<file path="config.mk">
export PLATFORM = sky130hd
export DESIGN_NAME = pubsub_frame_parser_flat
export DESIGN_NICKNAME = d
export VERILOG_FILES = /design/src/sv/pfp_pkg.sv /design/src/sv/pfp_rx_if.sv /design/src/sv/pfp_evt_if.sv /design/src/sv/pubsub_frame_parser.sv /design/src/sv/pfp_deframer.sv /design/src/sv/pfp_result_reg.sv /design/src/flat_wrapper.sv
export SDC_FILE = /design/constraint.sdc
export NUM_CORES = 1
export LEC_CHECK = 0
export ABC_AREA = 0
export BUFFER_PORTS_ARGS = -buffer_cell sky130_fd_sc_hd__buf_4
export CAP_MARGIN = 20
export CORE_MARGIN = 5
export CORE_UTILIZATION = 30
export DETAILED_ROUTE_END_ITERATION = 10
export PLACE_DENSITY_LB_ADDON = 0.3
export SYNTH_ARGS = -nofsm -noshare
export SYNTH_HDL_FRONTEND = slang
export SYNTH_SLANG_ARGS = --single-unit
</file>
<file path="constraint.sdc">
create_clock -name clk -period 16.15 [get_ports clk]
set_input_delay 1.615 -clock clk [delete_from_list [all_inputs] [get_ports clk]]
set_output_delay 1.615 -clock clk [all_outputs]
set_load 0.03 [all_outputs]
</file>
<file path="src/sv/pfp_pkg.sv">
`default_nettype none
package pfp_pkg;

  // command codes, upper nibble of the header byte
  localparam logic [3:0] CMD_CONNACK = 4'h2;
  localparam logic [3:0] CMD_PUB     = 4'h3;
  localparam logic [3:0] CMD_PUBACK  = 4'h4;
  localparam logic [3:0] CMD_SUBACK  = 4'h6;
  localparam logic [3:0] CMD_PINGACK = 4'hD;

  // result kinds
  localparam logic [2:0] KIND_PUB_BYTE  = 3'd0;
  localparam logic [2:0] KIND_PUB_EMPTY = 3'd1;
  localparam logic [2:0] KIND_CONNACK   = 3'd2;
  localparam logic [2:0] KIND_PUBACK    = 3'd3;
  localparam logic [2:0] KIND_SUBACK    = 3'd4;
  localparam logic [2:0] KIND_PINGACK   = 3'd5;
  localparam logic [2:0] KIND_FRAME_ERR = 3'd6;

  localparam logic [1:0] CID_LAST_INDEX = 2'd3;

  typedef struct packed {
    logic [2:0]  event_kind;
    logic [7:0]  payload_byte;
    logic        last_of_message;
    logic [7:0]  stream_id;
    logic [31:0] sub_channel;
    logic [1:0]  qos_level;
    logic [3:0]  header_flags;
    logic [15:0] message_length;
    logic        ack_needed;
  } evt_t;

endpackage
`default_nettype wire

</file>
<file path="src/sv/pfp_rx_if.sv">
`default_nettype none
interface pfp_rx_if;
  logic       valid;
  logic       ready;
  logic [7:0] rx_byte;

  modport source (output valid, output rx_byte, input ready);
  modport sink (input valid, input rx_byte, output ready);
endinterface
`default_nettype wire

</file>
<file path="src/sv/pfp_evt_if.sv">
`default_nettype none
interface pfp_evt_if;
  logic        valid;
  logic        ready;
  logic [2:0]  event_kind;
  logic [7:0]  payload_byte;
  logic        last_of_message;
  logic [7:0]  stream_id;
  logic [31:0] sub_channel;
  logic [1:0]  qos_level;
  logic [3:0]  header_flags;
  logic [15:0] message_length;
  logic        ack_needed;

  modport source (
    output valid, output event_kind, output payload_byte, output last_of_message,
    output stream_id, output sub_channel, output qos_level, output header_flags,
    output message_length, output ack_needed, input ready
  );
  modport sink (
    input valid, input event_kind, input payload_byte, input last_of_message,
    input stream_id, input sub_channel, input qos_level, input header_flags,
    input message_length, input ack_needed, output ready
  );
endinterface
`default_nettype wire

</file>
<file path="src/sv/pubsub_frame_parser.sv">
`default_nettype none
// channel  | dir | payload                                   | role
// ---------+-----+-------------------------------------------+---------------------------
// rx       | in  | rx_byte[7:0]                              | received frame bytes
// evt      | out | event_kind, payload_byte, last_of_message,| deframed events and
//          |     | stream_id, sub_channel, qos_level,        | streamed publish payload
//          |     | header_flags, message_length, ack_needed  |
//
// one byte per cycle sustained while evt does not stall; a byte's event reaches the
// result register through the input register, then the phase logic
// synchronous active-high rst returns the deframer to waiting for a header and
// empties both registers
// a stall on evt backs up through the result register and the input register to
// rx.ready; every byte, also one that gives no result, waits for room in the
// result register before it is consumed
module pubsub_frame_parser
  import pfp_pkg::*;
(
  input  wire logic clk,
  input  wire logic rst,
  pfp_rx_if.sink    rx,
  pfp_evt_if.source evt
);

  // input register
  logic       rx_q_valid;
  logic [7:0] rx_q;

  // deframer to result register
  logic       ev_valid;
  evt_t       ev;
  logic       can_load;
  logic       advance;

  // the held byte moves on once the result register has room for its event
  assign advance  = rx_q_valid && can_load;
  assign rx.ready = !rx_q_valid || can_load;

  always_ff @(posedge clk) begin
    if (rst) begin
      rx_q_valid <= 1'b0;
    end else if (rx.ready) begin
      rx_q_valid <= rx.valid;
    end
  end

  always_ff @(posedge clk) begin
    if (rx.ready && rx.valid) begin
      rx_q <= rx.rx_byte;
    end
  end

  // phase logic; state steps once per consumed byte
  pfp_deframer u_deframer (
    .clk      (clk),
    .rst      (rst),
    .step     (advance),
    .rx_byte  (rx_q),
    .ev_valid (ev_valid),
    .ev       (ev)
  );

  // result register, refilled in the same cycle its content is taken
  pfp_result_reg u_result (
    .clk      (clk),
    .rst      (rst),
    .load     (advance && ev_valid),
    .ev       (ev),
    .can_load (can_load),
    .evt      (evt)
  );

endmodule
`default_nettype wire

</file>
<file path="src/sv/pfp_deframer.sv">
`default_nettype none
module pfp_deframer
  import pfp_pkg::*;
(
  input  wire logic       clk,
  input  wire logic       rst,
  input  wire logic       step,
  input  wire logic [7:0] rx_byte,
  output      logic       ev_valid,
  output      evt_t       ev
);

  typedef enum logic [2:0] {
    PH_HEADER  = 3'd0,
    PH_SID     = 3'd1,
    PH_CID     = 3'd2,
    PH_LEN     = 3'd3,
    PH_PAYLOAD = 3'd4
  } phase_t;

  phase_t      phase, phase_next;
  logic [7:0]  frame_header, frame_header_next;
  logic [7:0]  held_stream_id, held_stream_id_next;
  logic [31:0] held_channel_id, held_channel_id_next;
  logic [15:0] declared_length, declared_length_next;
  logic [15:0] bytes_remaining, bytes_remaining_next;
  logic [1:0]  field_byte_index, field_byte_index_next;
  logic        ack;
  logic        last;

  assign ack  = (frame_header[1:0] != 2'd0);
  assign last = (bytes_remaining <= 16'd1);

  always_comb begin
    phase_next            = phase;
    frame_header_next     = frame_header;
    held_stream_id_next   = held_stream_id;
    held_channel_id_next  = held_channel_id;
    declared_length_next  = declared_length;
    bytes_remaining_next  = bytes_remaining;
    field_byte_index_next = field_byte_index;
    ev_valid              = 1'b0;
    ev                    = '0;

    unique case (phase)
      PH_SID: begin
        held_stream_id_next = rx_byte;
        if (frame_header[7:4] == CMD_PUBACK) begin
          phase_next    = PH_HEADER;
          ev_valid      = 1'b1;
          ev.event_kind = KIND_PUBACK;
          ev.stream_id  = rx_byte;
        end else begin
          phase_next            = PH_LEN;
          field_byte_index_next = 2'd0;
        end
      end
      PH_CID: begin
        held_channel_id_next = {held_channel_id[23:0], rx_byte};
        if (field_byte_index < CID_LAST_INDEX) begin
          field_byte_index_next = field_byte_index + 2'd1;
        end else begin
          field_byte_index_next = 2'd0;
          phase_next            = PH_HEADER;
          ev_valid              = 1'b1;
          ev.event_kind         = KIND_SUBACK;
          ev.sub_channel        = {held_channel_id[23:0], rx_byte};
        end
      end
      PH_LEN: begin
        declared_length_next = {declared_length[7:0], rx_byte};
        if (field_byte_index == 2'd0) begin
          field_byte_index_next = 2'd1;
        end else begin
          field_byte_index_next = 2'd0;
          if ({declared_length[7:0], rx_byte} == 16'd0) begin
            phase_next    = PH_HEADER;
            ev_valid      = 1'b1;
            ev.event_kind = KIND_PUB_EMPTY;
            ev.stream_id  = held_stream_id;
            ev.ack_needed = ack;
          end else begin
            bytes_remaining_next = {declared_length[7:0], rx_byte};
            phase_next           = PH_PAYLOAD;
          end
        end
      end
      PH_PAYLOAD: begin
        if (last) begin
          bytes_remaining_next = 16'd0;
          phase_next           = PH_HEADER;
        end else begin
          bytes_remaining_next = bytes_remaining - 16'd1;
        end
        ev_valid           = 1'b1;
        ev.event_kind      = KIND_PUB_BYTE;
        ev.payload_byte    = rx_byte;
        ev.last_of_message = last;
        ev.stream_id       = held_stream_id;
        ev.message_length  = declared_length;
        ev.ack_needed      = last & ack;
      end
      default: begin
        // header byte, also any unused phase code
        frame_header_next     = rx_byte;
        held_stream_id_next   = 8'd0;
        held_channel_id_next  = 32'd0;
        declared_length_next  = 16'd0;
        bytes_remaining_next  = 16'd0;
        field_byte_index_next = 2'd0;
        phase_next            = PH_HEADER;
        unique case (rx_byte[7:4])
          CMD_CONNACK: begin
            ev_valid      = 1'b1;
            ev.event_kind = KIND_CONNACK;
          end
          CMD_PINGACK: begin
            ev_valid      = 1'b1;
            ev.event_kind = KIND_PINGACK;
          end
          CMD_PUB: begin
            phase_next = (rx_byte[1:0] == 2'd0) ? PH_LEN : PH_SID;
          end
          CMD_PUBACK: begin
            phase_next = PH_SID;
          end
          CMD_SUBACK: begin
            phase_next = PH_CID;
          end
          default: begin
            ev_valid      = 1'b1;
            ev.event_kind = KIND_FRAME_ERR;
          end
        endcase
      end
    endcase

    ev.qos_level    = frame_header_next[1:0];
    ev.header_flags = frame_header_next[3:0];
  end

  always_ff @(posedge clk) begin
    if (rst) begin
      phase            <= PH_HEADER;
      frame_header     <= 8'd0;
      held_stream_id   <= 8'd0;
      held_channel_id  <= 32'd0;
      declared_length  <= 16'd0;
      bytes_remaining  <= 16'd0;
      field_byte_index <= 2'd0;
    end else if (step) begin
      phase            <= phase_next;
      frame_header     <= frame_header_next;
      held_stream_id   <= held_stream_id_next;
      held_channel_id  <= held_channel_id_next;
      declared_length  <= declared_length_next;
      bytes_remaining  <= bytes_remaining_next;
      field_byte_index <= field_byte_index_next;
    end
  end

endmodule
`default_nettype wire

</file>
<file path="src/sv/pfp_result_reg.sv">
`default_nettype none
module pfp_result_reg
  import pfp_pkg::*;
(
  input  wire logic clk,
  input  wire logic rst,
  input  wire logic load,
  input  wire evt_t ev,
  output      logic can_load,
  pfp_evt_if.source evt
);

  logic valid;
  evt_t held;

  assign can_load = !valid || evt.ready;

  always_ff @(posedge clk) begin
    if (rst) begin
      valid <= 1'b0;
    end else if (load) begin
      valid <= 1'b1;
    end else if (evt.ready) begin
      valid <= 1'b0;
    end
  end

  always_ff @(posedge clk) begin
    if (load) begin
      held <= ev;
    end
  end

  assign evt.valid           = valid;
  assign evt.event_kind      = held.event_kind;
  assign evt.payload_byte    = held.payload_byte;
  assign evt.last_of_message = held.last_of_message;
  assign evt.stream_id       = held.stream_id;
  assign evt.sub_channel     = held.sub_channel;
  assign evt.qos_level       = held.qos_level;
  assign evt.header_flags    = held.header_flags;
  assign evt.message_length  = held.message_length;
  assign evt.ack_needed      = held.ack_needed;

endmodule
`default_nettype wire
</file>
<file path="src/flat_wrapper.sv">
// flat-port wrapper written by rule: the top's interface ports become plain ports
module pubsub_frame_parser_flat import pfp_pkg::*;
  (clk, rst, rx_valid, rx_rx_byte, rx_ready, evt_valid, evt_event_kind, evt_payload_byte, evt_last_of_message, evt_stream_id, evt_sub_channel, evt_qos_level, evt_header_flags, evt_message_length, evt_ack_needed, evt_ready);
  pfp_rx_if rx_i ();
  pfp_evt_if evt_i ();
  input  wire logic clk;
  input  wire logic rst;
  input wire logic [$bits(rx_i.valid)-1:0] rx_valid;
  input wire logic [$bits(rx_i.rx_byte)-1:0] rx_rx_byte;
  output wire logic [$bits(rx_i.ready)-1:0] rx_ready;
  output wire logic [$bits(evt_i.valid)-1:0] evt_valid;
  output wire logic [$bits(evt_i.event_kind)-1:0] evt_event_kind;
  output wire logic [$bits(evt_i.payload_byte)-1:0] evt_payload_byte;
  output wire logic [$bits(evt_i.last_of_message)-1:0] evt_last_of_message;
  output wire logic [$bits(evt_i.stream_id)-1:0] evt_stream_id;
  output wire logic [$bits(evt_i.sub_channel)-1:0] evt_sub_channel;
  output wire logic [$bits(evt_i.qos_level)-1:0] evt_qos_level;
  output wire logic [$bits(evt_i.header_flags)-1:0] evt_header_flags;
  output wire logic [$bits(evt_i.message_length)-1:0] evt_message_length;
  output wire logic [$bits(evt_i.ack_needed)-1:0] evt_ack_needed;
  input wire logic [$bits(evt_i.ready)-1:0] evt_ready;
  assign rx_i.valid = rx_valid;
  assign rx_i.rx_byte = rx_rx_byte;
  assign rx_ready = rx_i.ready;
  assign evt_valid = evt_i.valid;
  assign evt_event_kind = evt_i.event_kind;
  assign evt_payload_byte = evt_i.payload_byte;
  assign evt_last_of_message = evt_i.last_of_message;
  assign evt_stream_id = evt_i.stream_id;
  assign evt_sub_channel = evt_i.sub_channel;
  assign evt_qos_level = evt_i.qos_level;
  assign evt_header_flags = evt_i.header_flags;
  assign evt_message_length = evt_i.message_length;
  assign evt_ack_needed = evt_i.ack_needed;
  assign evt_i.ready = evt_ready;
  pubsub_frame_parser u_core (.clk(clk), .rst(rst), .rx(rx_i), .evt(evt_i));
endmodule
</file>
==> run metrics <==
Die Y-Extent=between 150 and 200 microns; Max Slew Vio Count=0; clk slew on worst S/H paths=60 ps; worst min-delay path category=reg -> reg; fmax=0.2542 GHz; setup TNS=0 ps; Die Width=approximately 160 microns; Worst Skew=roughly 7.5 ps; ant diodes=0; top post-synthesis cells by area=edfxtp_1, dfxtp_1, a21oi_1, and3_1, nand3_1; Port Buf Inserts=between 80 and 90; period utilization=between 20% and 30%; measured slew at the worst slew-check pin=1023 ps; Max Cap Viol=0; crit path DAT=2320 ps; length of the first detailed-routing pass in iterations=7; RD Place Congestion=0.8168; CP endpoint kind=output port; Clk Latency, worst-skew pair=approximately 420 ps; Req. time, crit path=14530 ps; Post-route DRC=0; number of synthesized flops with an enable pin=81; Post-layout nets=between 700 and 800; vias=4960; boundary pin count=~90; initial DRC count=approximately 460; final setup fails=0; worst reg2reg path endpoint=u_core.u_result.evt.message_length[8]$_SDFFCE_PP0P_; Fin Hold WS=approximately 450 ps; Starting Density=about 30%; Unique masters post-synth=a little over 60; CTS Sinks=between 150 and 200; CTS Hold Buffers Added=0; synthesized area=around 6700 sq um; first-pass GRT wire length=approximately 27000 microns; Total Routing Usage GR=about an eighth; share of layout cells above drive strength 1=about a fifth; Slew HR=31.82%; Detailed Place HPWL=around 11000 microns; commonest cells in the synthesized netlist=edfxtp_1, dfxtp_1, nand2_1, a21oi_1, nand3_1; reg2reg start=u_core.rx_q[7]$_DFFE_PP_; power density of the placed cells=around 110 nW/um^2; Routed WL=around 17000 microns; Post-CTS Resized=0; most frequent cell after synthesis=edfxtp_1; H-tree Lvls=4; sequential cell area fraction in the yosys report=59.83%; final core utilization=37.19%; CTS tree=built; worst setup path start=evt_ready; outcome=finished clean; setup slack, reg-to-reg=12920 ps; final hold vios=0; die area=approximately 25000 sq um; CP Max Fanout=4; Reg2Reg Depth=6; RSZ-0062 raised after global routing=no; CTS buffer count=17; Area Growth Syn to Fin=21.35%; CTS Root Cell=clkbuf_16; pin count of the biggest net entering global routing=70; Synth top area share=between 30% and 40%; GRT overflow=0; most common flop cell mapped by yosys=edfxtp_1; vias per cell=around 5.0; Tmin final=~4000 ps; Synth warnings=0; area leader, netlist=edfxtp_1; CP Launch Type=input pin; synthesized area per cell=about 10 sq um; #FFs+latches synth=160; Rows=54; antenna violations before repair=0; drt wl/cell=roughly 17 microns; Detail Route Antenna Nets=0; Max Buffers Root-to-Sink=2; Crit Path Class=in -> out; synthesized net count=around 660; Post-synth ARST share=0%; CORE AREA=around 22000 sq um; Leak=about 3.1 nW; Syn Inst Count=around 640; # Post-CTS Setup Buffers=0; number of global-route vias before repair=between 4000 and 5000; critical path endpoint=rx_ready; maximum vdd drop=slightly below 0.00006 V
==> metal layers <==
metal	track usage [%]	share of wire (%)
met5	0	0
met4	3.722	1.3
met3	3.676	5.0
met2	19.47	44
met1	19.22	49
==> how the worst min path moves through the flow <==
stage,from,end,slack (ps),cells after the start
after floorplan,u_core.u_deframer.held_channel_id[16]$_SDFFE_PP0P_,u_core.u_deframer.held_channel_id[16]$_SDFFE_PP0P_,430,2
after global placement,u_core.u_deframer.held_channel_id[23]$_SDFFE_PP0P_,u_core.u_deframer.held_channel_id[23]$_SDFFE_PP0P_,440,2
after detailed placement,u_core.u_deframer.declared_length[8]$_SDFFE_PP0P_,u_core.u_deframer.declared_length[8]$_SDFFE_PP0P_,440,2
after CTS,u_core.u_deframer.held_channel_id[18]$_SDFFE_PP0P_,u_core.u_deframer.held_channel_id[18]$_SDFFE_PP0P_,450,2
after global routing,u_core.u_deframer.declared_length[11]$_SDFFE_PP0P_,u_core.u_deframer.declared_length[11]$_SDFFE_PP0P_,470,2
final,u_core.u_deframer.held_channel_id[17]$_SDFFE_PP0P_,u_core.u_deframer.held_channel_id[17]$_SDFFE_PP0P_,450,2
==> registers in the layout, summed over array words and instances, names as in the netlist, 16 cells and up <==
signal / flops
u_core.u_result.evt.sub_channel: 32
u_core.u_deframer.bytes_remaining: 16
u_core.u_deframer.held_channel_id: 24
u_core.u_result.evt.message_length: 16
u_core.u_deframer.declared_length: 16
==> cell usage in the layout (no fill, tap or decap), types with 4 or more instances in the layout <==
master     Yosys  final
o21ai_0       12     12
ha_1           4      4
a21oi_1       65     65
nor4_1         8      8
dfxtp_1       79     79
nor2b_1        5      5
inv_1         19     19
nor3_1        10      9
a32oi_1        4      4
buf_4          4     95
a22o_1        11     11
edfxtp_1      81     81
nand2_1       67     67
nand3_1       52     52
clkinv_4       0      4
a211oi_1       4      4
and3_1        42     42
o22ai_1        5      5
nand2b_1       8      8
a22oi_1        5      5
nor2_1        38     37
clkbuf_16      0     17
mux2i_1        8      8
nand3b_1       4      4
==> area by class of cell <==
type	count	area [sq um]
clock buffer	18	429.2
timing repair buffer	98	740.7
clock inverter	14	141.4
inverter	19	71.32
fill	2209	13750
multi-input combinational	410	2395
tap	280	350.3
sequential	160	4014
==> logic make-up (layout without fill, tap and decap cells) <==
family	after synthesis	count (layout)	share of synthesized area [%]
XOR/XNOR	3	3	0.3917
AO/OA/AOI/OAI	133	133	12.53
adder cells (fa/ha/maj)	4	4	0.7460
AND/OR/NAND/NOR	262	262	20.72
buffers and inverters	71	149	4.588
flip-flops	160	160	59.83
multiplexers	8	8	1.194
==> critical path: stages <==
cell	delay [ps]
buf_4	110
nor2b_1	270
nand2_1	130
buf_4	190
==> where the power goes <==
group	switching, W	internal (W)	leakage, nW
registers	0.0000108	0.000440	1.43
clock network	0.000164	0.000227	0.277
logic	0.0000568	0.0000253	1.44
total	0.000232	0.000692	3.14
==> stage by stage <==
stage	power, W	cell area, sq um	std cells	setup WS [ps]
2_1_floorplan	0.0005128	6709	641	8686
5_1_grt	0.0009605	8142	999	12190
3_5_place_dp	0.0005420	7571	967	12220
6_report	0.0009238	8142	999	12220
4_1_cts	0.0009340	8142	999	12220
3_3_place_gp	0.0005409	7543	964	12140
Note: power is estimated with default switching activity, not from simulation.
